File: config.mk
export PLATFORM = sky130hd
export DESIGN_NAME = tree_label_prefix_router
export DESIGN_NICKNAME = d
export VERILOG_FILES = /design/src/tlpr_pkg.sv /design/src/tlpr_cell.sv /design/src/tree_label_prefix_router.sv
export SDC_FILE = /design/constraint.sdc
export NUM_CORES = 2
export LEC_CHECK = 0
export ABC_CLOCK_PERIOD_IN_PS = 5700
export BUFFER_PORTS_ARGS = -buffer_cell sky130_fd_sc_hd__buf_2
export CAP_MARGIN = 0
export CORE_MARGIN = 2
export CORE_UTILIZATION = 59
export DETAILED_ROUTE_END_ITERATION = 10
export GPL_ROUTABILITY_DRIVEN = 0
export PLACE_DENSITY_LB_ADDON = 0.05
export REMOVE_ABC_BUFFERS = 1
export SYNTH_ARGS = -nofsm -noshare
export SYNTH_HDL_FRONTEND = slang
export SYNTH_SLANG_ARGS = --single-unit
File: constraint.sdc
create_clock -name clk_i -period 5.7 [get_ports clk_i]
set_clock_uncertainty 0.15 [all_clocks]
set_input_delay 1.14 -clock clk_i [delete_from_list [all_inputs] [get_ports clk_i]]
set_output_delay 1.14 -clock clk_i [all_outputs]
set_load 0.1 [all_outputs]
File: src/tlpr_pkg.sv
`timescale 1ns / 1ps
// ----------------------------------------------------------------------------
// tlpr_pkg: shared types, constants and label helpers
// Field widths, request and register codes, and the digit-prefix match used
// by the next-hop unit and its cells.
// ----------------------------------------------------------------------------
package tlpr_pkg;

  // field widths
  localparam int unsigned LabelW   = 32;
  localparam int unsigned LenW     = 4;
  localparam int unsigned PortW    = 6;
  localparam int unsigned VcW      = 4;
  localparam int unsigned NumVcW   = 5;
  localparam int unsigned IdxW     = 4;
  localparam int unsigned NodeW    = 2;
  localparam int unsigned ReqW     = 2;
  localparam int unsigned CfgAddrW = 2;
  localparam int unsigned CfgDataW = 32;

  // label geometry
  localparam int MaxDigits = 8;
  localparam int DigitBits = 4;
  localparam logic [LenW-1:0] MaxLen = LenW'(MaxDigits);

  // defaults for the top level parameters
  localparam int MaxLinksDef   = 16;
  localparam int LocalNodesDef = 4;

  // request codes
  localparam logic [ReqW-1:0] REQ_WR_LINK  = 2'd0;
  localparam logic [ReqW-1:0] REQ_WR_LOCAL = 2'd1;
  localparam logic [ReqW-1:0] REQ_QUERY    = 2'd2;

  // configuration register indexes
  localparam logic [CfgAddrW-1:0] CFG_OWN_LABEL = 2'd0;
  localparam logic [CfgAddrW-1:0] CFG_OWN_LEN   = 2'd1;
  localparam logic [CfgAddrW-1:0] CFG_NUM_VCS   = 2'd2;

  // input word
  typedef struct packed {
    logic [ReqW-1:0]   req_type;
    logic [IdxW-1:0]   entry_index;
    logic              entry_present;
    logic [LabelW-1:0] link_tag;
    logic [LenW-1:0]   link_label_len;
    logic [PortW-1:0]  port_number;
    logic [NodeW-1:0]  node_index;
    logic [LabelW-1:0] dst_label;
    logic [LenW-1:0]   dst_label_len;
  } req_t;

  // result word
  typedef struct packed {
    logic [PortW-1:0] egress_port;
    logic             no_route;
    logic             is_local;
    logic [VcW-1:0]   highest_vc;
  } rsp_t;

  // query token that walks along the cell row
  typedef struct packed {
    logic              valid;
    logic [LabelW-1:0] dst_label;
    logic [LenW-1:0]   dst_len;
    logic              have_best;
    logic [LenW-1:0]   best_len;
    logic [PortW-1:0]  best_port;
    logic              have_up;
    logic [PortW-1:0]  up_port;
  } tok_t;

  // link entry write into one cell
  typedef struct packed {
    logic              en;
    logic              present;
    logic [LabelW-1:0] label;
    logic [LenW-1:0]   len;
    logic [PortW-1:0]  port;
  } wr_t;

  // lengths above the digit count saturate
  function automatic logic [LenW-1:0] clamp_len(input logic [LenW-1:0] len);
    return (len > MaxLen) ? MaxLen : len;
  endfunction

  // mask over the first len digits
  function automatic logic [LabelW-1:0] digit_mask(input logic [LenW-1:0] len);
    logic [LabelW-1:0] m;
    m = '0;
    for (int d = 0; d < MaxDigits; d++) begin
      for (int b = 0; b < DigitBits; b++) begin
        m[d*DigitBits+b] = (d < int'(len));
      end
    end
    return m;
  endfunction

  // first len digits of both labels agree
  function automatic logic label_match(input logic [LabelW-1:0] a,
                                       input logic [LabelW-1:0] b,
                                       input logic [LenW-1:0]   len);
    return ((a ^ b) & digit_mask(len)) == '0;
  endfunction

endpackage

File: src/tlpr_cell.sv
`timescale 1ns / 1ps
// ----------------------------------------------------------------------------
// tlpr_cell: one link entry of the routing row
// Holds one link entry and updates the passing query token with the longest
// prefix match and the first up link, then hands it to the next cell.
// ----------------------------------------------------------------------------
module tlpr_cell (
  input  logic          clk_i,
  input  logic          rst_ni,
  input  tlpr_pkg::wr_t  wr_i,
  input  tlpr_pkg::tok_t tok_i,
  output tlpr_pkg::tok_t tok_o
);

  logic                          present_q;
  logic [tlpr_pkg::LabelW-1:0]   label_q;
  logic [tlpr_pkg::LenW-1:0]     len_q;
  logic [tlpr_pkg::PortW-1:0]    port_q;
  logic                          valid_q;
  tlpr_pkg::tok_t                tok_d;
  tlpr_pkg::tok_t                tok_q;
  logic [tlpr_pkg::LenW-1:0]     el;

  // entry present bit
  always_ff @(posedge clk_i or negedge rst_ni) begin
    if (!rst_ni) begin
      present_q <= 1'b0;
    end else if (wr_i.en) begin
      present_q <= wr_i.present;
    end
  end

  // entry payload
  always_ff @(posedge clk_i) begin
    if (wr_i.en) begin
      label_q <= wr_i.label;
      len_q   <= wr_i.len;
      port_q  <= wr_i.port;
    end
  end

  // match against the passing token
  always_comb begin
    el    = tlpr_pkg::clamp_len(len_q);
    tok_d = tok_i;
    if (present_q) begin
      if (el == '0) begin
        if (!tok_i.have_up) begin
          tok_d.have_up = 1'b1;
          tok_d.up_port = port_q;
        end
      end else if ((el <= tok_i.dst_len) && (el > tok_i.best_len) &&
                   tlpr_pkg::label_match(label_q, tok_i.dst_label, el)) begin
        tok_d.have_best = 1'b1;
        tok_d.best_len  = el;
        tok_d.best_port = port_q;
      end
    end
  end

  // token valid
  always_ff @(posedge clk_i or negedge rst_ni) begin
    if (!rst_ni) begin
      valid_q <= 1'b0;
    end else begin
      valid_q <= tok_i.valid;
    end
  end

  // token payload
  always_ff @(posedge clk_i) begin
    tok_q <= tok_d;
  end

  always_comb begin
    tok_o       = tok_q;
    tok_o.valid = valid_q;
  end

endmodule

File: src/tree_label_prefix_router.sv
`timescale 1ns / 1ps
// A query passes the head register and the link cell registers into the result register.
// One query in flight at a time; busy_o stays high until its result strobe, while the
// token walks the row of link cells, and no new word is taken until then.
// Table writes may follow each other back to back.
// Reset clears all link present bits and loads own label 1, length 1, one vc.
// Results are strobed for one cycle only; the receiver cannot stall them.
// ----------------------------------------------------------------------------
// tree_label_prefix_router: next-hop unit for a tree labeled network
// Local delivery on own label match, else longest link prefix match, else
// the up link, else no route; the link table lives in a row of cells that a query walks.
// ----------------------------------------------------------------------------
module tree_label_prefix_router #(
  parameter int NumLinks = tlpr_pkg::MaxLinksDef,
  parameter int NumLocal = tlpr_pkg::LocalNodesDef
) (
  input  logic                            clk_i,
  input  logic                            rst_ni,
  input  logic                            start_i,
  output logic                            busy_o,
  input  tlpr_pkg::req_t                  req_i,
  output logic                            valid_o,
  output tlpr_pkg::rsp_t                  rsp_o,
  input  logic                            cfg_valid_i,
  output logic                            cfg_ready_o,
  input  logic [tlpr_pkg::CfgAddrW-1:0]   cfg_addr_i,
  input  logic [tlpr_pkg::CfgDataW-1:0]   cfg_data_i
);

  localparam int LocalIdxW = (NumLocal > 1) ? $clog2(NumLocal) : 1;

  logic                          busy_q;
  logic                          accept;
  logic                          is_query;
  logic                          cfg_we;
  logic [tlpr_pkg::LabelW-1:0]   own_label_q;
  logic [tlpr_pkg::LenW-1:0]     own_len_q;
  logic [tlpr_pkg::NumVcW-1:0]   num_vcs_q;
  logic [tlpr_pkg::PortW-1:0]    local_port_q [NumLocal];
  logic [LocalIdxW-1:0]          lidx;
  logic                          node_ok;
  logic [tlpr_pkg::LenW-1:0]     dlen;
  logic                          loc_hit;
  logic                          loc_hit_q;
  logic                          loc_ok_q;
  logic [tlpr_pkg::PortW-1:0]    loc_port_q;
  logic                          head_valid_q;
  tlpr_pkg::tok_t                head_q;
  tlpr_pkg::tok_t                chain [NumLinks+1];
  tlpr_pkg::wr_t                 cell_wr [NumLinks];
  tlpr_pkg::tok_t                tail;
  tlpr_pkg::rsp_t                rsp_d;
  tlpr_pkg::rsp_t                rsp_q;
  logic                          valid_q;

  assign accept   = start_i && !busy_q;
  assign is_query = accept && (req_i.req_type == tlpr_pkg::REQ_QUERY);
  assign busy_o   = busy_q;
  assign valid_o  = valid_q;
  assign rsp_o    = rsp_q;

  // configuration registers, written only while no word is offered or in flight
  assign cfg_ready_o = !busy_q && !start_i;
  assign cfg_we      = cfg_valid_i && cfg_ready_o;

  always_ff @(posedge clk_i or negedge rst_ni) begin
    if (!rst_ni) begin
      own_label_q <= tlpr_pkg::LabelW'(1);
      own_len_q   <= tlpr_pkg::LenW'(1);
      num_vcs_q   <= tlpr_pkg::NumVcW'(1);
    end else if (cfg_we) begin
      unique case (cfg_addr_i)
        tlpr_pkg::CFG_OWN_LABEL: own_label_q <= cfg_data_i[tlpr_pkg::LabelW-1:0];
        tlpr_pkg::CFG_OWN_LEN:   own_len_q   <= cfg_data_i[tlpr_pkg::LenW-1:0];
        tlpr_pkg::CFG_NUM_VCS:   num_vcs_q   <= cfg_data_i[tlpr_pkg::NumVcW-1:0];
        default: ;
      endcase
    end
  end

  // local node port table
  assign node_ok = int'(req_i.node_index) < NumLocal;
  assign lidx    = LocalIdxW'(req_i.node_index);

  always_ff @(posedge clk_i) begin
    if (accept && (req_i.req_type == tlpr_pkg::REQ_WR_LOCAL) && node_ok) begin
      local_port_q[lidx] <= req_i.port_number;
    end
  end

  // own label check, done as the query is taken
  assign dlen    = tlpr_pkg::clamp_len(req_i.dst_label_len);
  assign loc_hit = (tlpr_pkg::clamp_len(own_len_q) == dlen) &&
                   tlpr_pkg::label_match(own_label_q, req_i.dst_label, dlen);

  always_ff @(posedge clk_i) begin
    if (is_query) begin
      loc_hit_q  <= loc_hit;
      loc_ok_q   <= node_ok;
      loc_port_q <= node_ok ? local_port_q[lidx] : '0;
    end
  end

  // query token at the head of the row
  always_ff @(posedge clk_i or negedge rst_ni) begin
    if (!rst_ni) begin
      head_valid_q <= 1'b0;
    end else begin
      head_valid_q <= is_query;
    end
  end

  always_ff @(posedge clk_i) begin
    if (is_query) begin
      head_q.valid     <= 1'b1;
      head_q.dst_label <= req_i.dst_label;
      head_q.dst_len   <= dlen;
      head_q.have_best <= 1'b0;
      head_q.best_len  <= '0;
      head_q.best_port <= '0;
      head_q.have_up   <= 1'b0;
      head_q.up_port   <= '0;
    end
  end

  always_comb begin
    chain[0]       = head_q;
    chain[0].valid = head_valid_q;
  end

  // row of link cells
  for (genvar k = 0; k < NumLinks; k++) begin : g_cell
    always_comb begin
      cell_wr[k].en      = accept && (req_i.req_type == tlpr_pkg::REQ_WR_LINK) &&
                           (int'(req_i.entry_index) == k);
      cell_wr[k].present = req_i.entry_present;
      cell_wr[k].label   = req_i.link_tag;
      cell_wr[k].len     = req_i.link_label_len;
      cell_wr[k].port    = req_i.port_number;
    end

    tlpr_cell u_cell (
      .clk_i  (clk_i),
      .rst_ni (rst_ni),
      .wr_i   (cell_wr[k]),
      .tok_i  (chain[k]),
      .tok_o  (chain[k+1])
    );
  end

  // final choice at the end of the row
  assign tail = chain[NumLinks];

  always_comb begin
    rsp_d = '0;
    if (loc_hit_q) begin
      rsp_d.is_local    = 1'b1;
      rsp_d.egress_port = loc_port_q;
      rsp_d.no_route    = !loc_ok_q;
    end else if (tail.have_best) begin
      rsp_d.egress_port = tail.best_port;
    end else if (tail.have_up) begin
      rsp_d.egress_port = tail.up_port;
    end else begin
      rsp_d.no_route = 1'b1;
    end
    if (num_vcs_q == '0) begin
      rsp_d.highest_vc = '0;
    end else if (num_vcs_q > tlpr_pkg::NumVcW'(16)) begin
      rsp_d.highest_vc = '1;
    end else begin
      rsp_d.highest_vc = tlpr_pkg::VcW'(num_vcs_q - tlpr_pkg::NumVcW'(1));
    end
  end

  // busy flag and result strobe
  always_ff @(posedge clk_i or negedge rst_ni) begin
    if (!rst_ni) begin
      busy_q  <= 1'b0;
      valid_q <= 1'b0;
    end else begin
      valid_q <= tail.valid;
      if (is_query) begin
        busy_q <= 1'b1;
      end else if (tail.valid) begin
        busy_q <= 1'b0;
      end
    end
  end

  always_ff @(posedge clk_i) begin
    if (tail.valid) begin
      rsp_q <= rsp_d;
    end
  end

endmodule

==> results.cfg <==
[detailed_routing]
postRouteAntennaNets = 0
post_drt_wl_per_cell_um = 19.9
wirelength_um = 104000
viasPerCell = 5.26
vias = 27496
first_iter_violations = 1394
drt-pass1-iter-count = 5
drc = 0

[timing]
relSlewSlack = 0.282
hold_viol_final = 0
fmax_mhz = 274
period_needed_ns = 3.65
fin_tns_setup_ns = 0
period_share = 0.640
finalSetupViolCount = 0
rsz0062_at_grt = false
report.final.slew_viol_count = 0
worst_pin_slew_ns = 1.07

[job]
maxCapViolations = 0

[hold_path]
hold_class = in -> async

[clocking]
path_clk_slew_ns = 0.06
postCtsSetupBuffers = 0
clock_sinks = 1651
post_cts_resized = 0
clk_latency_ns = 0.75
cts.htree.levels = 4
cts_tree = built
cts_made_buffers = 159
clk_path_buf_depth = 3
cts.hold.buffers_added = 0
clock-root-buffer = clkbuf_16

[grt]
grt_util_all_layers = 0.216
grt_pass1_wl_um = 162000
grt_pass1_vias = 29167
overflow = 0
antenna_found_initial = 0
grt_max_degree = 56

[power_and_ir_drop]
vdd_ir_drop_max_mv = 0.281
power_switching_uw = 4960
p_clk_frac = 0.431
p_leak_uw = 0.0237
p_comb_frac = 0.037
p_int_uw = 19600
power.density_mw_per_mm2 = 385
swShare = 0.202
sequentialPowerShare = 0.533

[worst_setup_path]
critPathMaxFanout = 3
crit_path_end_kind = primary output
crit_required_ns = 4.41
crit_type = in -> out
start_kind = input pin
rrSetupSlack_ns = 2.30
cp.arrival_ns = 2.36

[floorplanning]
initial_core_util = 0.598
coreArea_mm2 = 0.0936
die_x_um = 312
rows = 112
io_pins = 140
dieArea_mm2 = 0.0973
die_y_um = 312

[synth]
ys_top_cells_by_area = edfxtp_1 40%, dfxtp_1 29%, mux2_2 5.5%
netlist_area_mm2 = 0.0559
synth_seq_area_share = 0.732
synthArstFlopShare = 0.0460
synth_edf_count = 751
yosysMostFrequentCell = dfxtp_1
syn_inst = 3562
ys_warn_count = 0
synth_ff_type = dfxtp_1
synth_top_area_cell = edfxtp_1
ys_types = 73
ys_ff_latch = 1651
yosysTopAreaCellShare = 0.403
netlist_top_cells_count = 824 x dfxtp_1, 751 x edfxtp_1, 332 x xnor2_1
avgSynthCellArea_um2 = 15.7

[outcome]
outcome = completed

[place]
io_buffers = 139
placedCellCount = 4933
post-dp-hpwl_um = 77100

[cells_and_area]
nets = 4090
syn_to_final_growth_pct = 14.0
regArea_mm2 = 0.0410
drive_gt1_frac = 0.193
n_antenna_cell = 0
nFillCells = 6580
stdcell_count = 5227
multi_input_area_mm2 = 0.0144
[stage by stage]
| step | util | instance area, um^2 | hold WS, ns | worst slack (ns) | total power [uW] |
|---|---|---|---|---|---|
| 3_5_place_dp | 0.624 | 58400 | 0.185 | 2.01 | 14200 |
| 5_1_grt | 0.681 | 63800 | 0.124 | 2.01 | 25300 |
| 2_1_floorplan | - | 55700 | 0.181 | 0.0886 | 13800 |
| 4_1_cts | 0.681 | 63800 | 0.0913 | 2.04 | 24800 |
| 3_3_place_gp | 0.624 | 58400 | 0.182 | 2.06 | 14200 |
| 6_report | 0.681 | 63800 | 0.140 | 2.05 | 24500 |
[cell usage in the layout (no fill, tap or decap), types with 12 or more instances in the layout]
cell type,n
a211oi_1,12
o22ai_1,18
xnor2_1,332
clkbuf_1,29
clkbuf_8,16
or2_2,32
dfrtp_1,73
clkinv_2,30
a21oi_1,61
edfxtp_1,751
inv_1,146
nor3_1,26
o21a_1,21
mux2_2,274
nor4_1,61
ha_1,125
xor2_1,215
dfxtp_1,824
buf_4,32
a41oi_1,21
bufinv_16,19
nor2_1,42
clkbuf_16,166
nand2_1,73
buf_2,138
nand4_1,92
clkinv_1,19
nor2_4,12
nand3_1,15
o41ai_1,12
mux2i_1,14
nor2b_1,46
nand2b_1,43
o21ai_0,57
[path summary, 6_finish.rpt]
check                                            from                     endpoint  depth (start not counted)
max                                           start_i                  cfg_ready_o                          3
min                                            rst_ni                 head_valid_q                          1
max reg2reg                g_cell[13].u_cell.len_q[3]  g_cell[13].u_cell.tok_o[13]                          7
min reg2reg                g_cell[4].u_cell.tok_o[19]   g_cell[5].u_cell.tok_o[19]                          0
max in group asynchronous                      rst_ni  g_cell[15].u_cell.present_q                          2
min in group clk_i         g_cell[4].u_cell.tok_o[19]   g_cell[5].u_cell.tok_o[19]                          0
[routing by layer]
metal	vias up	routed length, um	GRT usage
met5	-	0	0
met4	0	4390	0.103
met3	241	3390	0.0361
met2	542	51800	0.376
met1	13415	44300	0.264
li1	13298	-	-
[cells by family after synthesis]
logic type               share of synthesized area
XOR/XNOR                                    0.0856
buffers and inverters                       0.0137
AND/OR/NAND/NOR                             0.0474
flip-flops                                   0.732
AO/OA/AOI/OAI                               0.0331
multiplexers                                0.0601
adder cells (fa/ha/maj)                     0.0280
[worst max-delay path, stage by stage]
cell,delay (ns)
buf_2,0.10
nor2_1,0.56
buf_2,0.55
[cell type report]
type	count	area share
clock buffers	211	0.0703
clock inverters	83	0.0144
inverters	146	0.00859
multi-input cells	1712	0.225
flip-flops and latches	1651	0.642
well taps	1254	0.0246
repair buffers	170	0.0146
[registers in the layout (all words and copies together), names as in the netlist, 24 cells and up]
signal,cells
g_cell.u_cell.tok_o,824
own_label_q,32
g_cell.u_cell.port_q,96
chain,36
g_cell.u_cell.label_q,512
local_port_q,24
g_cell.u_cell.len_q,64
[power by group through the flow]
| stage | sequential (uW) | clock [uW] | combinational (uW) |
|---|---|---|---|
| 2_1_floorplan | 13300 | 0 | 518 |
| 3_3_place_gp | 13300 | 0 | 867 |
| 3_5_place_dp | 13300 | 0 | 907 |
| 4_1_cts | 13100 | 10800 | 913 |
| 5_1_grt | 13100 | 11200 | 996 |
| 6_report | 13100 | 10600 | 899 |
(Power assumes the default switching activity.)
